### config.mk
export PLATFORM = sky130hd
export DESIGN_NAME = lwe_key_reconciliation_packer_unit
export DESIGN_NICKNAME = d
export VERILOG_FILES = /design/src/design/lkrp_pkg.sv /design/src/design/lkrp_cfg.sv /design/src/design/lkrp_chunk.sv /design/src/design/lkrp_packer.sv /design/src/design/lwe_key_reconciliation_packer_unit.sv
export SDC_FILE = /design/constraint.sdc
export NUM_CORES = 1
export LEC_CHECK = 0
export BUFFER_PORTS_ARGS = -buffer_cell sky130_fd_sc_hd__buf_2
export CAP_MARGIN = 20
export CORE_MARGIN = 2
export CORE_UTILIZATION = 50
export CTS_CLUSTER_SIZE = 12
export DETAILED_ROUTE_END_ITERATION = 8
export PLACE_DENSITY = 0.84
export SETUP_SLACK_MARGIN = 0.02
export SKIP_CTS_REPAIR_TIMING = 1
export SLEW_MARGIN = 20
export SYNTH_ARGS = -nofsm -noshare
export SYNTH_HDL_FRONTEND = slang
export SYNTH_SLANG_ARGS = --single-unit
### constraint.sdc
create_clock -name clk -period 4.7 [get_ports clk]
set_input_delay 0.94 -clock clk [delete_from_list [all_inputs] [get_ports clk]]
set_output_delay 0.94 -clock clk [all_outputs]
set_load 0.02 [all_outputs]
### src/design/lkrp_pkg.sv
// shared types and constants of the key reconciliation packer
package lkrp_pkg;

  // fixed field widths
  localparam int ELEMENT_W = 16;
  localparam int BYTE_W    = 8;
  localparam int MODE_W    = 2;
  localparam int BITS_W    = 4;
  localparam int APB_DW    = 32;
  localparam int APB_AW    = 3;

  // mode register codes; the unused code behaves as plain key rounding
  localparam logic [MODE_W-1:0] MODE_HINT     = 2'd0;
  localparam logic [MODE_W-1:0] MODE_KEY      = 2'd1;
  localparam logic [MODE_W-1:0] MODE_KEY_HINT = 2'd2;

  // register index of mode
  localparam logic REG_MODE = 1'b0;

  // word leaving the packer towards the output register
  typedef struct packed {
    logic              emit;
    logic [BYTE_W-1:0] data;
    logic              last;
  } pack_result_t;

endpackage

### src/design/lkrp_cfg.sv
// apb register file holding the mode register
module lkrp_cfg (
  input  logic                            clk,
  input  logic                            rst,
  input  logic                            psel,
  input  logic                            penable,
  input  logic                            pwrite,
  input  logic [lkrp_pkg::APB_AW-1:0]     paddr,
  input  logic [lkrp_pkg::APB_DW-1:0]     pwdata,
  output logic [lkrp_pkg::APB_DW-1:0]     prdata,
  output logic                            pready,
  output logic [lkrp_pkg::MODE_W-1:0]     mode
);

  logic reg_sel;
  logic wr_en;

  // word address decode: bit 2 picks the register slot
  assign reg_sel = (paddr[lkrp_pkg::APB_AW-1] == lkrp_pkg::REG_MODE);
  assign pready  = 1'b1;
  assign wr_en   = psel && penable && pwrite && pready && reg_sel;

  // mode register
  always_ff @(posedge clk) begin
    if (rst) begin
      mode <= lkrp_pkg::MODE_HINT;
    end else if (wr_en) begin
      mode <= pwdata[lkrp_pkg::MODE_W-1:0];
    end
  end

  // read back
  always_comb begin
    prdata = '0;
    if (reg_sel) begin
      prdata[lkrp_pkg::MODE_W-1:0] = mode;
    end
  end

endmodule

### src/design/lkrp_chunk.sv
// rounding of one element into its key chunk, plus its hint bit
module lkrp_chunk #(
  parameter int KEY_BITS   = 4,
  parameter int SHIFT_BITS = 11
) (
  input  logic [lkrp_pkg::ELEMENT_W-1:0] element,
  input  logic                           hint,
  input  logic                           with_hint,
  output logic                           hint_b,
  output logic [KEY_BITS-1:0]            chunk
);

  localparam logic [lkrp_pkg::ELEMENT_W-1:0] ROUNDER =
    lkrp_pkg::ELEMENT_W'(1) << (SHIFT_BITS - 1);
  localparam logic [lkrp_pkg::ELEMENT_W-1:0] BIAS_STEP =
    lkrp_pkg::ELEMENT_W'(1) << (SHIFT_BITS - 2);

  logic                           bias_on;
  logic [lkrp_pkg::ELEMENT_W-1:0] rounded;
  logic [lkrp_pkg::ELEMENT_W-1:0] biased;
  logic [lkrp_pkg::ELEMENT_W-1:0] shifted;

  assign hint_b  = element[SHIFT_BITS-1];

  // bias only where the two bits under the rounding point disagree
  assign bias_on = with_hint && (element[SHIFT_BITS-1] != element[SHIFT_BITS-2]);
  assign rounded = element + ROUNDER;

  // signed bias, everything modulo 2^16
  always_comb begin
    biased = rounded;
    if (bias_on) begin
      if (hint) begin
        biased = rounded + BIAS_STEP;
      end else begin
        biased = rounded - BIAS_STEP;
      end
    end
  end

  assign shifted = biased >> SHIFT_BITS;
  assign chunk   = shifted[KEY_BITS-1:0];

endmodule

### src/design/lkrp_packer.sv
// byte accumulator, bit count and element count of the current matrix
module lkrp_packer #(
  parameter int KEY_BITS   = 4,
  parameter int MATRIX_DIM = 8
) (
  input  logic                          clk,
  input  logic                          rst,
  input  logic                          go,
  input  logic [lkrp_pkg::MODE_W-1:0]   mode,
  input  logic                          hint_b,
  input  logic [KEY_BITS-1:0]           chunk,
  output lkrp_pkg::pack_result_t        res
);

  localparam int TOTAL = MATRIX_DIM * MATRIX_DIM;
  localparam int CNT_W = $clog2(TOTAL);
  localparam logic [CNT_W-1:0] CNT_LAST = CNT_W'(TOTAL - 1);
  localparam logic [lkrp_pkg::BITS_W-1:0] FULL = lkrp_pkg::BITS_W'(lkrp_pkg::BYTE_W);
  localparam logic [lkrp_pkg::BITS_W-1:0] STEP = lkrp_pkg::BITS_W'(KEY_BITS);

  logic [CNT_W-1:0]              element_count;
  logic [CNT_W-1:0]              element_count_next;
  logic [lkrp_pkg::BYTE_W-1:0]   byte_accumulator;
  logic [lkrp_pkg::BYTE_W-1:0]   byte_accumulator_next;
  logic [lkrp_pkg::BITS_W-1:0]   bits_in_byte;
  logic [lkrp_pkg::BITS_W-1:0]   bits_in_byte_next;

  logic                          is_hint;
  logic                          last;
  logic                          done;
  logic [lkrp_pkg::BYTE_W-1:0]   acc_add;
  logic [lkrp_pkg::BITS_W-1:0]   bits_add;
  logic [lkrp_pkg::BYTE_W-1:0]   acc_pad;
  logic [lkrp_pkg::BITS_W-1:0]   bits_pad;

  assign is_hint = (mode == lkrp_pkg::MODE_HINT);
  assign last    = (element_count == CNT_LAST);

  // put this element's contribution into the byte
  always_comb begin
    if (is_hint) begin
      acc_add  = byte_accumulator |
                 (lkrp_pkg::BYTE_W'(hint_b) << bits_in_byte[2:0]);
      bits_add = bits_in_byte + lkrp_pkg::BITS_W'(1);
    end else begin
      acc_add  = (byte_accumulator << KEY_BITS) | lkrp_pkg::BYTE_W'(chunk);
      bits_add = bits_in_byte + STEP;
    end
  end

  assign done = (bits_add >= FULL);

  // end of matrix in a key byte: pad with zero chunks until full
  always_comb begin
    acc_pad  = acc_add;
    bits_pad = bits_add;
    for (int i = 0; i < lkrp_pkg::BYTE_W - 1; i++) begin
      if (bits_pad < FULL) begin
        acc_pad  = acc_pad << KEY_BITS;
        bits_pad = bits_pad + STEP;
      end
    end
  end

  // result word
  always_comb begin
    res.emit = done || last;
    res.last = last;
    res.data = (last && !done && !is_hint) ? acc_pad : acc_add;
  end

  // next state
  always_comb begin
    element_count_next = last ? '0 : element_count + CNT_W'(1);
    if (res.emit) begin
      byte_accumulator_next = '0;
      bits_in_byte_next     = '0;
    end else begin
      byte_accumulator_next = acc_add;
      bits_in_byte_next     = bits_add;
    end
  end

  // state registers
  always_ff @(posedge clk) begin
    if (rst) begin
      element_count    <= '0;
      byte_accumulator <= '0;
      bits_in_byte     <= '0;
    end else if (go) begin
      element_count    <= element_count_next;
      byte_accumulator <= byte_accumulator_next;
      bits_in_byte     <= bits_in_byte_next;
    end
  end

endmodule

### src/design/lwe_key_reconciliation_packer_unit.sv
// top level of the lwe key reconciliation packer
//
//   port group   role     handshake            payload
//   in           sink     in_valid / in_stall  element, hint
//   out          source   out_valid / out_stall out_byte, last_byte
//   apb          slave    psel/penable/pready  paddr, pwdata, prdata
//
// one element is taken every cycle while in_stall is low; the element that completes a
// byte passes the input register, then the output register, before the byte appears
// the packing state is one byte accumulator with its bit and element counts, updated in the input-register stage
// a stalled output holds the byte; input stalls only when a byte is due and the
// output register is still full and stalled
// synchronous reset clears the handshake state, the packing state and mode
module lwe_key_reconciliation_packer_unit #(
  parameter int KEY_BITS   = 4,
  parameter int SHIFT_BITS = 11,
  parameter int MATRIX_DIM = 8
) (
  input  logic                                clk,
  input  logic                                rst,
  input  logic                                in_valid,
  output logic                                in_stall,
  input  logic [lkrp_pkg::ELEMENT_W-1:0]      element,
  input  logic                                hint,
  output logic                                out_valid,
  input  logic                                out_stall,
  output logic [lkrp_pkg::BYTE_W-1:0]         out_byte,
  output logic                                last_byte,
  input  logic                                psel,
  input  logic                                penable,
  input  logic                                pwrite,
  input  logic [lkrp_pkg::APB_AW-1:0]         paddr,
  input  logic [lkrp_pkg::APB_DW-1:0]         pwdata,
  output logic [lkrp_pkg::APB_DW-1:0]         prdata,
  output logic                                pready
);

  logic [lkrp_pkg::MODE_W-1:0]    mode;
  logic                           s1_valid;
  logic [lkrp_pkg::ELEMENT_W-1:0] s1_element;
  logic                           s1_hint;
  logic                           s1_go;
  logic                           in_take;
  logic                           hint_b;
  logic [KEY_BITS-1:0]            chunk;
  lkrp_pkg::pack_result_t         pk;

  // configuration registers
  lkrp_cfg u_cfg (
    .clk     (clk),
    .rst     (rst),
    .psel    (psel),
    .penable (penable),
    .pwrite  (pwrite),
    .paddr   (paddr),
    .pwdata  (pwdata),
    .prdata  (prdata),
    .pready  (pready),
    .mode    (mode)
  );

  // per-element rounding
  lkrp_chunk #(
    .KEY_BITS   (KEY_BITS),
    .SHIFT_BITS (SHIFT_BITS)
  ) u_chunk (
    .element   (s1_element),
    .hint      (s1_hint),
    .with_hint (mode == lkrp_pkg::MODE_KEY_HINT),
    .hint_b    (hint_b),
    .chunk     (chunk)
  );

  // byte packing state
  lkrp_packer #(
    .KEY_BITS   (KEY_BITS),
    .MATRIX_DIM (MATRIX_DIM)
  ) u_packer (
    .clk    (clk),
    .rst    (rst),
    .go     (s1_go),
    .mode   (mode),
    .hint_b (hint_b),
    .chunk  (chunk),
    .res    (pk)
  );

  // the held element moves on unless it makes a byte that has nowhere to go
  assign s1_go    = s1_valid && (!pk.emit || !out_valid || !out_stall);
  assign in_stall = s1_valid && !s1_go;
  assign in_take  = in_valid && !in_stall;

  // input register
  always_ff @(posedge clk) begin
    if (rst) begin
      s1_valid <= 1'b0;
    end else if (in_take) begin
      s1_valid <= 1'b1;
    end else if (s1_go) begin
      s1_valid <= 1'b0;
    end
  end

  always_ff @(posedge clk) begin
    if (in_take) begin
      s1_element <= element;
      s1_hint    <= hint;
    end
  end

  // output register
  always_ff @(posedge clk) begin
    if (rst) begin
      out_valid <= 1'b0;
    end else if (s1_go && pk.emit) begin
      out_valid <= 1'b1;
    end else if (!out_stall) begin
      out_valid <= 1'b0;
    end
  end

  always_ff @(posedge clk) begin
    if (s1_go && pk.emit) begin
      out_byte  <= pk.data;
      last_byte <= pk.last;
    end
  end

`ifndef SYNTHESIS
  // a due byte blocked by a full output keeps its element in place
  a_hold_blocked: assert property (@(posedge clk) disable iff (rst)
    (s1_valid && pk.emit && out_valid && out_stall) |=>
      (s1_valid && $stable(s1_element) && $stable(s1_hint)))
    else $error("blocked element left the input register");

  // a new output word only ever comes from a completed byte
  a_no_invented: assert property (@(posedge clk) disable iff (rst)
    (out_valid && !out_stall) |=> (!out_valid || $past(s1_go && pk.emit)))
    else $error("output word appeared without a completed byte");

  // a completed byte lands in the output register unchanged
  a_byte_lands: assert property (@(posedge clk) disable iff (rst)
    (s1_go && pk.emit) |=>
      (out_valid && out_byte == $past(pk.data) && last_byte == $past(pk.last)))
    else $error("completed byte not captured");
`endif

endmodule

# --- Word-level counts from Yosys, hierarchy flattened ---
# Index checks and enable logic that the tools add are counted.
word_totals:
  regBits: 47
  input_bits: 59
  output_inout_bits: 44
classes:
  eq_ne: 4
  mux: 26
  shift: 1
  n_reduce_logical: 22
  add_sub_neg: 12
  n_bitwise: 3
  order_cmp: 8
op_table:
  columns: ["op", "count"]
  rows:
  - ["$mux W8", 10]
  - ["$mux W4", 8]
  - ["$mux W15", 2]
  - ["$add A4 B3 Y4 const B", 7]
  - ["$lt A4 B4 Y1 const B", 7]
  - ["$add A15 B10 Y15 const B", 1]
  - ["$add A15 B11 Y15 const B", 1]
  - ["$sub A15 B10 Y15 const B", 1]
  - ["$logic_and A1 B1 Y1", 10]
  - ["$or A8 B4 Y8", 1]
  - ["$or A8 B8 Y8", 1]
  - ["$shl A1 B3 Y8", 1]
  - ["$logic_not A1 Y1", 7]
  - ["$add A6 B1 Y6 const B", 1]
  - ["$eq A6 B6 Y1 const B", 1]
  - ["$mux W6", 1]
  - ["$add A4 B1 Y4 const B", 1]
  - ["$ge A4 B4 Y1 const B", 1]
  - ["$mux W1", 4]
  - ["$logic_or A1 B1 Y1", 3]
  - ["$eq A2 B2 Y1 const B", 1]
  - ["$logic_not A2 Y1", 1]
  - ["$mux W2", 1]
  - ["$ne A2 B1 Y1 const B", 1]
  - ["3 further kinds", 3]

# --- Longest topological paths before layout ---
# Gate-level depths: netlist of the first run.
logic_depth:
  word_depth: 17
  mapped_depth: 9

# --- Modules after synthesis ---
# A second synthesis of the first run with hierarchy kept.
hier_totals:
  hier_cells: 244
  area_unflattened_um2: 2558.7
modules_own_cells:
  columns: ["mod", "seq_area_each_um2", "cells_per_inst", "instances", "area_per_inst_um2"]
  rows:
  - ["lkrp_packer", 360.3, 123, 1, 1049.8]
  - ["lwe_key_reconciliation_packer_unit", 820.8, 40, 1, 879.6]
  - ["lkrp_cfg", 40.0, 44, 1, 352.8]
  - ["lkrp_chunk", 0.0, 37, 1, 276.5]

# --- Worst setup path after synthesis of the first run ---
# Ideal clock, no wire load.
synth_timing:
  kind: "reg-to-output"
  from: "register u_packer.element_count[0]"
  to: "output in_stall"
  path_stages_with_launch: 8
  path_slack_ns: 2.273
  t_arrival_ns: 1.487
  path_buffers: 1
  cell_sequence: "dfxtp_1 ha_1 nand2_1 or2_1 clkbuf_1 nand3_1 nand2_1 nor2_1"
synth_via:
  elab_chain_len: 8
synth_rtl:
  columns: ["item", "line_no", "text"]
  rows:
  - ["start, declared", "lkrp_packer.sv:21", "logic [CNT_W-1:0] element_count;"]
  - ["start signal, assigned", "lkrp_packer.sv:91", "element_count <= element_count_next;"]
  - ["$eq A6 B6 Y1", "lkrp_packer.sv:37", "assign last = (element_count == CNT_LAST);"]
  - ["$logic_or A1 B1 Y1", "lkrp_packer.sv:67", "res.emit = done || last;"]
  - ["$logic_not A1 Y1", "lwe_key_reconciliation_packer_unit.sv:89", "assign s1_go = s1_valid && (!pk.emit || !out_valid || !out_stall);"]
  - ["$logic_or A1 B1 Y1 (2 in a row)", "lwe_key_reconciliation_packer_unit.sv:89", null]
  - ["$logic_and A1 B1 Y1", "lwe_key_reconciliation_packer_unit.sv:89", null]
  - ["$logic_not A1 Y1", "lwe_key_reconciliation_packer_unit.sv:90", "assign in_stall = s1_valid && !s1_go;"]
  - ["$logic_and A1 B1 Y1", "lwe_key_reconciliation_packer_unit.sv:90", null]
  - ["end, declared", "lwe_key_reconciliation_packer_unit.sv:22", "output logic in_stall,"]
# No other way between the ends.

# --- Final worst setup path of the first run ---
layout_timing:
  from: "register u_packer.bits_in_byte[2] (netlist bit)"
  to: "output in_stall"
layout_via:
  elab_chain_len: 10
  word_cells_on_any_way: 11
layout_rtl:
  columns: ["item", "line_no", "text"]
  rows:
  - ["start, declared", "lkrp_packer.sv:25", "logic [lkrp_pkg::BITS_W-1:0] bits_in_byte;"]
  - ["start signal, assigned", "lkrp_packer.sv:93", "bits_in_byte <= bits_in_byte_next;"]
  - ["$add A4 B3 Y4 / $add A4 B1 Y4 (equally long branches)", "lkrp_packer.sv:47, lkrp_packer.sv:44", null]
  - ["$mux W4 *", "lkrp_packer.sv:41", "if (is_hint) begin"]
  - ["$ge A4 B4 Y1 *", "lkrp_packer.sv:51", "assign done = (bits_add >= FULL);"]
  - ["$logic_or A1 B1 Y1 *", "lkrp_packer.sv:67", null]
  - ["$logic_not A1 Y1 *", "lwe_key_reconciliation_packer_unit.sv:89", null]
  - ["$logic_or A1 B1 Y1 * (2 in a row)", "lwe_key_reconciliation_packer_unit.sv:89", null]
  - ["$logic_and A1 B1 Y1 *", "lwe_key_reconciliation_packer_unit.sv:89", null]
  - ["$logic_not A1 Y1 *", "lwe_key_reconciliation_packer_unit.sv:90", null]
  - ["$logic_and A1 B1 Y1 *", "lwe_key_reconciliation_packer_unit.sv:90", null]
# Every way passes the cells marked *; elsewhere a longest branch is shown, timed or not.

==> metrics.md, run 1 <==
| Metric | Value |
|---|---|
| Pwr dens | `293 mW/mm^2` |
| Wire length of the first global-routing pass | `7020 um` |
| Total detailed-routing wirelength | `4270 um` |
| Detailed router's first-iteration violation count | `59` |
| Synthesized area divided by synthesized cell count | `9.12 sq um` |
| Final core occ | `0.548` |
| Pin count of the biggest net entering global routing | `24` |
| Share of Yosys cell area claimed by the top area cell type | `0.211` |
| Post-synthesis sequential area ratio | `0.404` |
| Top cells by area, synth | `sky130_fd_sc_hd__edfxtp_1 21%, sky130_fd_sc_hd__dfxtp_1 19%, sky130_fd_sc_hd__buf_4 10%, sky130_fd_sc_hd__nor2_1 4.9%, sky130_fd_sc_hd__ha_1 4.4%` |
| Share of final-layout standard cells stronger than drive strength 1 | `0.167` |
| Final net count | `341` |
| Arrival @ worst endpoint | `1950 ps` |
| Delay of the slowest critical-path stage | `530 ps` |
| Crit Path Category | `register to output pin` |
| Library cell with the largest summed area after synthesis | `sky130_fd_sc_hd__edfxtp_1` |
| Cells after synthesis | `250` |
| Final period util | `0.614` |
| Post-synth cell types | `48` |
| Via count | `1757` |
| Number of clock sinks seen by CTS | `38` |
| Number of remaining DRC errors | `0` |
| Die Y | `71.5 um` |
| Total number of placement rows | `24` |
| Detailed-routing iteration count for the pre-antenna-repair pass | `4` |
| # Max-Cap Violations | `0` |
| Clk pin slew, worst setup/hold paths | `70 ps` |
| Insertion delay to the later sink of the worst-skew pair | `290 ps` |
| CP cell instances | `inv_1 -> or3_1 -> nand3_1 -> nand2_1 -> nor2_1 -> buf_2` |
| Starting density of the core | `0.520` |
| Pin slew with the least headroom to its limit | `900 ps` |
| Number of buffers inserted during clock tree synthesis | `5` |
| Clock tree from TritonCTS | `built` |
| Weighted congestion reported at the end of routability-driven placement | `0.899` |
| Outcome | `complete, no violations` |
| Commonest non-fill, non-tap cells in the layout | `31 x sky130_fd_sc_hd__conb_1, 30 x sky130_fd_sc_hd__nor2_1, 29 x sky130_fd_sc_hd__buf_2` |
| Capturing element type of the critical path | `output pin` |
| Average wire per cell in the routed design | `13.1 um` |
| Setup Slack @ Placement | `1580 ps` |
| Number of buffers added on ports | `29` |
| Worst max-slew margin expressed relative to the limit | `0.400` |
| Top fanout value on the critical path | `9` |
| Horizontal extent of the die | `71.5 um` |
| Type of the tightest min-delay check | `register to register` |
| Commonest register cell after synthesis | `sky130_fd_sc_hd__dfxtp_1` |
| Die Outline Area | `0.00512 sq mm` |
| Area growth, synth to finish | `5.27%` |
| Total track usage | `0.174` |
| Highest-delay cell along the critical path | `sky130_fd_sc_hd__dfxtp_1` |
| RSZ-0062 raised after global routing | `no` |
| Number of enable-type register cells in the synthesized netlist | `16` |
| Number of levels the H-tree was split into | `2` |
| Buffer depth of the longest clock path | `2` |
| Initial antenna violation count | `0` |
| Core region area | `0.00438 sq mm` |
| Number of warnings issued by yosys | `0` |
| Largest vdd supply drop | `0.000150 V` |
| Via/cell ratio | `5.37` |
| Boundary pin count | `103` |
| Post-synthesis register bit count | `38` |
| Clock Skews | `3.39 ps` |
| Clk root buf | `sky130_fd_sc_hd__clkbuf_8` |
| Post-layout min period | `2890 ps` |
| Leakage | `0.991 nW` |
| Synthesized cell area | `0.00228 sq mm` |
| Via count of the first global-routing pass | `1587` |
| Worst path required time | `3760 ps` |
| Final antenna diode count | `0` |
| Achievable frequency | `346 MHz` |
| ANT nets after route | `0` |
| Fraction of registers with async set or reset after synthesis | `0` |
| Placed wire-length estimate after detailed placement | `3140 um` |
| Fillers | `407` |
| Type of element launching the critical path | `register` |
| Number of setup violations in the final report | `0` |
| Most frequent standard cell in the layout excluding fill and tap cells | `sky130_fd_sc_hd__conb_1` |
| Fin Setup TNS | `0 ps` |
| Final-report max-slew violation count | `0` |
| Final worst setup slack | `1810 ps` |
| Total global routing overflow | `0` |
| Number of endpoints with negative hold slack in the final report | `0` |
-- cells by family (layout without fill, tap and decap cells) --
group / Yosys count / count (layout) / share of synthesized area
AOI/OAI and AO/OA: 48 / 48 / 0.145
xor gates and xnor gates: 10 / 10 / 0.0384
adders and majority gates: 8 / 8 / 0.0439
buffers and inverters: 49 / 45 / 0.140
DFF: 38 / 38 / 0.404
muxes: 7 / 7 / 0.0329
other: 2 / 31 / 0.00329
and+or+nand+nor: 88 / 88 / 0.193
-- critical path: cells and delay by family (launching register included) --
kind / cells / cell delay (ps)
DFF: 1 / 530
and+or+nand+nor: 4 / 810
buffers and inverters: 2 / 310
-- flip-flops by register name, indices dropped and copies added (netlist names) --
| signal | flops |
|---|---|
| u_packer.element_count | 6 |
| out_byte | 8 |
| s1_element | 6 |
| u_packer.byte_accumulator | 8 |
| u_cfg.mode | 2 |
| s1_valid | 1 |
| last_byte | 1 |
| out_valid | 1 |
| u_packer.bits_in_byte | 4 |
| s1_hint | 1 |
-- synthesized netlist by cell type (5+ instances only) --
| library cell | n |
|---|---|
| sky130_fd_sc_hd__xnor2_1 | 6 |
| sky130_fd_sc_hd__clkbuf_1 | 5 |
| sky130_fd_sc_hd__nand2_1 | 18 |
| sky130_fd_sc_hd__nor2b_1 | 7 |
| sky130_fd_sc_hd__buf_4 | 31 |
| sky130_fd_sc_hd__nand3_1 | 10 |
| sky130_fd_sc_hd__a21oi_1 | 11 |
| sky130_fd_sc_hd__nor2_1 | 30 |
| sky130_fd_sc_hd__ha_1 | 8 |
| sky130_fd_sc_hd__edfxtp_1 | 16 |
| sky130_fd_sc_hd__inv_1 | 8 |
| sky130_fd_sc_hd__o21ai_0 | 8 |
| sky130_fd_sc_hd__dfxtp_1 | 22 |
-- layout make-up --
cell class	instances	area, sq um	share of cell area
tap	52	65.1	0.0271
inverter	8	30.0	0.0125
multi-input combinational	192	1150	0.479
timing repair buffer	29	145	0.0604
clock buffer	8	90.1	0.0375
sequential	38	921	0.384
-- routing by layer --
metal,GRT usage,part of all wire,vias to the layer above
li1,-,-,865
met2,0.282,0.48,69
met5,0,0,-
met1,0.222,0.44,814
met3,0.0394,0.063,9
met4,0.0818,0.021,0
-- where the power goes --
part | total, mW | switching [mW] | internal (mW)
logic | 0.113 | 0.0725 | 0.0410
clock network | 0.226 | 0.107 | 0.119
registers | 0.364 | 0.0105 | 0.353
total | 0.703 | 0.190 | 0.514
-- per-stage QoR --
step                      total power [mW]  hold slack, ps  instances  instance area, sq um
after CTS                            0.710             510        327                  2400
after global placement               0.479             484        319                  2310
final                                0.703             517        327                  2400
after global routing                 0.735             545        327                  2400
after floorplan                      0.482             460        279                  2390
after detailed placement             0.483             494        319                  2310
-- path summary, 6_finish.rpt --
path / slack, ps / depth (start not counted) / startpoint / to
worst min register to register: 520 / 2 / u_packer.byte_accumulator[4]$_SDFFE_PP0P_ / u_packer.byte_accumulator[4]$_SDFFE_PP0P_
worst min-delay path: 520 / 2 / u_packer.byte_accumulator[4]$_SDFFE_PP0P_ / u_packer.byte_accumulator[4]$_SDFFE_PP0P_
worst max register to register: 2000 / 4 / u_packer.bits_in_byte[1]$_SDFFE_PP0P_ / out_byte[2]$_DFFE_PP_
worst max-delay path: 1810 / 6 / u_packer.bits_in_byte[2]$_SDFFE_PP0P_ / in_stall
No activity file was read; power rests on OpenSTA's default activity.
==> run 2, diff against run 1 <==
--- a/config.mk
+++ b/config.mk
@@ -5,13 +5,14 @@
 export SDC_FILE = /design/constraint.sdc
 export NUM_CORES = 1
 export LEC_CHECK = 0
+export ABC_AREA = 1
 export BUFFER_PORTS_ARGS = -buffer_cell sky130_fd_sc_hd__buf_2
 export CAP_MARGIN = 20
 export CORE_MARGIN = 2
-export CORE_UTILIZATION = 50
+export CORE_UTILIZATION = 48
 export CTS_CLUSTER_SIZE = 12
 export DETAILED_ROUTE_END_ITERATION = 8
-export PLACE_DENSITY = 0.84
+export PLACE_DENSITY = 0.8
 export SETUP_SLACK_MARGIN = 0.02
 export SKIP_CTS_REPAIR_TIMING = 1
 export SLEW_MARGIN = 20
==> constraint.sdc (replaced) <==
create_clock -name clk -period 2.9 [get_ports clk]
set_input_delay 0.58 -clock clk [delete_from_list [all_inputs] [get_ports clk]]
set_output_delay 0.58 -clock clk [all_outputs]
set_load 0.02 [all_outputs]
==> run 2 against run 1 <==
Net effect:
- via count grew 11%
- worst hold slack got worse by 53 ps
- largest power group unchanged
- final cell count grew 23%
- synthesized cell count rose by 22%
- clock-buffer cell count shrank 2
- highest routed layer unchanged
- critical path depth grew 9
- critical path type is now register to register
- largest cell class unchanged
- non-clock buffer count up 1
==> metrics.md, run 2 <==
| Metric | Value |
|---|---|
| Biggest registers after layout | `out_byte (8), u_packer.byte_accumulator (8)` |
| Outcome | `complete, no violations` |
| Buffer depth of the longest clock path | `2` |
| Clock Skews | `4.83 ps` |
| Commonest register cell after synthesis | `sky130_fd_sc_hd__dfxtp_1` |
| Capturing element type of the critical path | `register` |
| Number of warnings issued by yosys | `0` |
| Reg-to-reg endpoint | `out_byte[7]$_DFFE_PP_` |
| Total track usage | `0.168` |
| Synthesized cell area | `0.00242 sq mm` |
| Pwr dens | `448 mW/mm^2` |
| Fillers | `466` |
| Worst path required time | `2950 ps` |
| Complex-gate fraction of the synthesized area | `0.0989` |
| Final net count | `403` |
| Number of endpoints with negative hold slack in the final report | `0` |
| Number of remaining DRC errors | `0` |
| Die Outline Area | `0.00562 sq mm` |
| Total non-filler cell area in the finished layout | `0.00256 sq mm` |
| Share of synthesized cell area in full adder, half adder and majority cells | `0.0466` |
| Post-synthesis sequential area ratio | `0.381` |
| Share of final-layout standard cells stronger than drive strength 1 | `0.176` |
| Total number of placement rows | `25` |
| Final period util | `0.857` |
| Number of buffers inserted during clock tree synthesis | `5` |
| Pin count of the biggest net entering global routing | `22` |
| Worst Reg-to-Reg Cells | `15` |
| Worst setup path startpoint | `s1_element[10]$_DFFE_PP_` |
| Detailed-routing iteration count for the pre-antenna-repair pass | `4` |
| Type of the tightest min-delay check | `input port to register` |
| Cells after synthesis | `306` |
| Via count | `1949` |
| Setup Slack @ Placement | `422 ps` |
| Average wire per cell in the routed design | `10.9 um` |
| Share of Yosys cell area claimed by the top area cell type | `0.199` |
| Wire length the detailed router placed on met1 | `1940 um` |
| Hold path startpoint | `hint` |
| # Max-Cap Violations | `0` |
| Top cells by count, synth | `58 x sky130_fd_sc_hd__nand2_1, 36 x sky130_fd_sc_hd__inv_1, 32 x sky130_fd_sc_hd__buf_4` |
| Type of element launching the critical path | `register` |
| Placed wire-length estimate after detailed placement | `3350 um` |
| Starting density of the core | `0.505` |
| Routed length on met3 | `354 um` |
| Crit Path Category | `register to register` |
| Final antenna diode count | `0` |
| Library cell with the largest summed area after synthesis | `sky130_fd_sc_hd__edfxtp_1` |
| Min-Delay Endpoint | `s1_hint$_DFFE_PP_` |
| Worst hold path stage count | `1` |
| Synthesized area divided by synthesized cell count | `7.90 sq um` |
| Highest metal used | `met4` |
| Boundary pin count | `103` |
| Achievable frequency | `402 MHz` |
| Register area | `921 sq um` |
| Top cells by area, synth | `sky130_fd_sc_hd__edfxtp_1 20%, sky130_fd_sc_hd__dfxtp_1 18%, sky130_fd_sc_hd__buf_4 9.9%, sky130_fd_sc_hd__nand2_1 9.0%, sky130_fd_sc_hd__inv_1 5.6%` |
| Top fanout value on the critical path | `10` |
| Total global routing overflow | `0` |
| Share of synthesized cell area in and, or, nand and nor gates | `0.273` |
| Met2 WL | `2040 um` |
| Number of levels the H-tree was split into | `2` |
| Area of combinational cells with multiple inputs | `0.00118 sq mm` |
| Arrival @ worst endpoint | `2540 ps` |
| Via/cell ratio | `4.85` |
| Fraction of registers with async set or reset after synthesis | `0` |
| Total detailed-routing wirelength | `4380 um` |
| Clock tree from TritonCTS | `built` |
| Die Y | `74.9 um` |
| Detailed router's first-iteration violation count | `107` |
| Worst r2r src | `s1_element[10]$_DFFE_PP_` |
| Fin Setup TNS | `0 ps` |
| Post-layout min period | `2490 ps` |
| Area growth, synth to finish | `5.85%` |
| Wire length of the first global-routing pass | `7300 um` |
| Clk pin slew, worst setup/hold paths | `70 ps` |
| Final-report max-slew violation count | `0` |
| ANT nets after route | `0` |
| Via count of the first global-routing pass | `1733` |
| Largest vdd supply drop | `0.000313 V` |
| Weighted congestion reported at the end of routability-driven placement | `0.848` |
| XOR/XNOR share of the synthesized area | `0.0218` |
| Number of buffers added on ports | `29` |
| RSZ-0062 raised after global routing | `no` |
| Final worst setup slack | `414 ps` |
| Post-synthesis mux area share | `0` |
| Number of clock sinks seen by CTS | `38` |
| Commonest non-fill, non-tap cells in the layout | `58 x sky130_fd_sc_hd__nand2_1, 36 x sky130_fd_sc_hd__inv_1, 31 x sky130_fd_sc_hd__conb_1` |
| Initial antenna violation count | `0` |
| Number of enable-type register cells in the synthesized netlist | `16` |
| Clk root buf | `sky130_fd_sc_hd__clkbuf_8` |
| Leakage | `1.23 nW` |
| Flop-to-flop setup slack | `410 ps` |
| Post-synth cell types | `35` |
| Main combinational cell family by area after synthesis | `simple AND/OR/NAND/NOR gates` |
| Most common cell in the synthesized netlist | `sky130_fd_sc_hd__nand2_1` |
| Insertion delay to the later sink of the worst-skew pair | `290 ps` |
| Count of non-filler cells in the finished layout | `402` |
| Number of setup violations in the final report | `0` |
| Most frequent standard cell in the layout excluding fill and tap cells | `sky130_fd_sc_hd__nand2_1` |
| Number of cells after detailed placement | `395` |
| Horizontal extent of the die | `74.9 um` |
| Post-synthesis register bit count | `38` |
| Post-DP Area | `0.00248 sq mm` |
| Core region area | `0.00479 sq mm` |
run 2: changes by cell type in the layout (fill, tap and decap cells not counted), moves of 6 or more:
| cell | change |
|---|---|
| sky130_fd_sc_hd__nand2_1 | +40 |
| sky130_fd_sc_hd__inv_1 | +28 |
| sky130_fd_sc_hd__nand3_1 | +11 |
| sky130_fd_sc_hd__nor2b_1 | -7 |
| sky130_fd_sc_hd__a21oi_1 | +8 |
| sky130_fd_sc_hd__nand2_2 | +6 |
| sky130_fd_sc_hd__nor2_1 | -8 |
run 2: worst max path at each step:
stage,slack [ps],depth (start not counted),endpoint
3_5_place_dp,420,15,out_byte[7]$_DFFE_PP_
4_1_cts,410,15,out_byte[7]$_DFFE_PP_
6_report,410,15,out_byte[7]$_DFFE_PP_
3_3_place_gp,450,15,out_byte[7]$_DFFE_PP_
5_1_grt,170,15,out_byte[7]$_DFFE_PP_
2_1_floorplan,850,15,out_byte[7]$_DFFE_PP_
run 2: routing by layer:
| layer | vias to the layer above | track usage |
|---|---|---|
| li1 | 991 | - |
| met1 | 884 | 0.209 |
| met2 | 67 | 0.288 |
| met3 | 7 | 0.0482 |
| met4 | 0 | 0.0417 |
| met5 | - | 0 |
run 2: report_power, final:
group | internal, mW | switching, mW | leakage [nW] | total (mW)
sequential | 0.575 | 0.0177 | 0.332 | 0.593
clock | 0.165 | 0.182 | 0.0373 | 0.347
combinational | 0.0661 | 0.141 | 0.862 | 0.207
total | 0.806 | 0.341 | 1.23 | 1.15
run 2: cells by family (layout without fill, tap and decap cells):
logic type / Yosys count / count (layout)
flip-flops: 38 / 38
AND/OR/NAND/NOR: 136 / 136
adder cells (fa/ha/maj): 9 / 9
AO/OA/AOI/OAI: 41 / 41
other: 2 / 31
buffers and inverters: 74 / 74
XOR/XNOR: 6 / 6
run 2: area by class of cell:
class	count	share of cell area
tap	67	0.0328
multi-input combinational	223	0.462
inverter	37	0.0543
timing repair buffer	30	0.0597
clock buffer	6	0.0284
clock inverter	1	0.00294
sequential	38	0.360
run 2: stage by stage:
stage	utilization	power [mW]	hold slack, ps
floorplan	-	0.804	433
global placement	0.518	0.803	449
detailed placement	0.518	0.810	455
CTS	0.534	1.15	459
global route	0.534	1.21	449
finish	0.534	1.15	464
run 2: worst max-delay path, stage by stage (launching register included):
cell and delay (ps):
sky130_fd_sc_hd__edfxtp_1 540, sky130_fd_sc_hd__ha_1 290, sky130_fd_sc_hd__xor2_1 220, sky130_fd_sc_hd__ha_1 290
sky130_fd_sc_hd__nand2_1 100, sky130_fd_sc_hd__inv_1 60, sky130_fd_sc_hd__nand2_1 70, sky130_fd_sc_hd__nand2_1 50
sky130_fd_sc_hd__nor2_1 80, sky130_fd_sc_hd__nand3_1 70, sky130_fd_sc_hd__nand3_1 70, sky130_fd_sc_hd__nand3_1 130
sky130_fd_sc_hd__nand3_1 120, sky130_fd_sc_hd__nand2_1 50, sky130_fd_sc_hd__nand2_1 50, sky130_fd_sc_hd__nand2_1 40
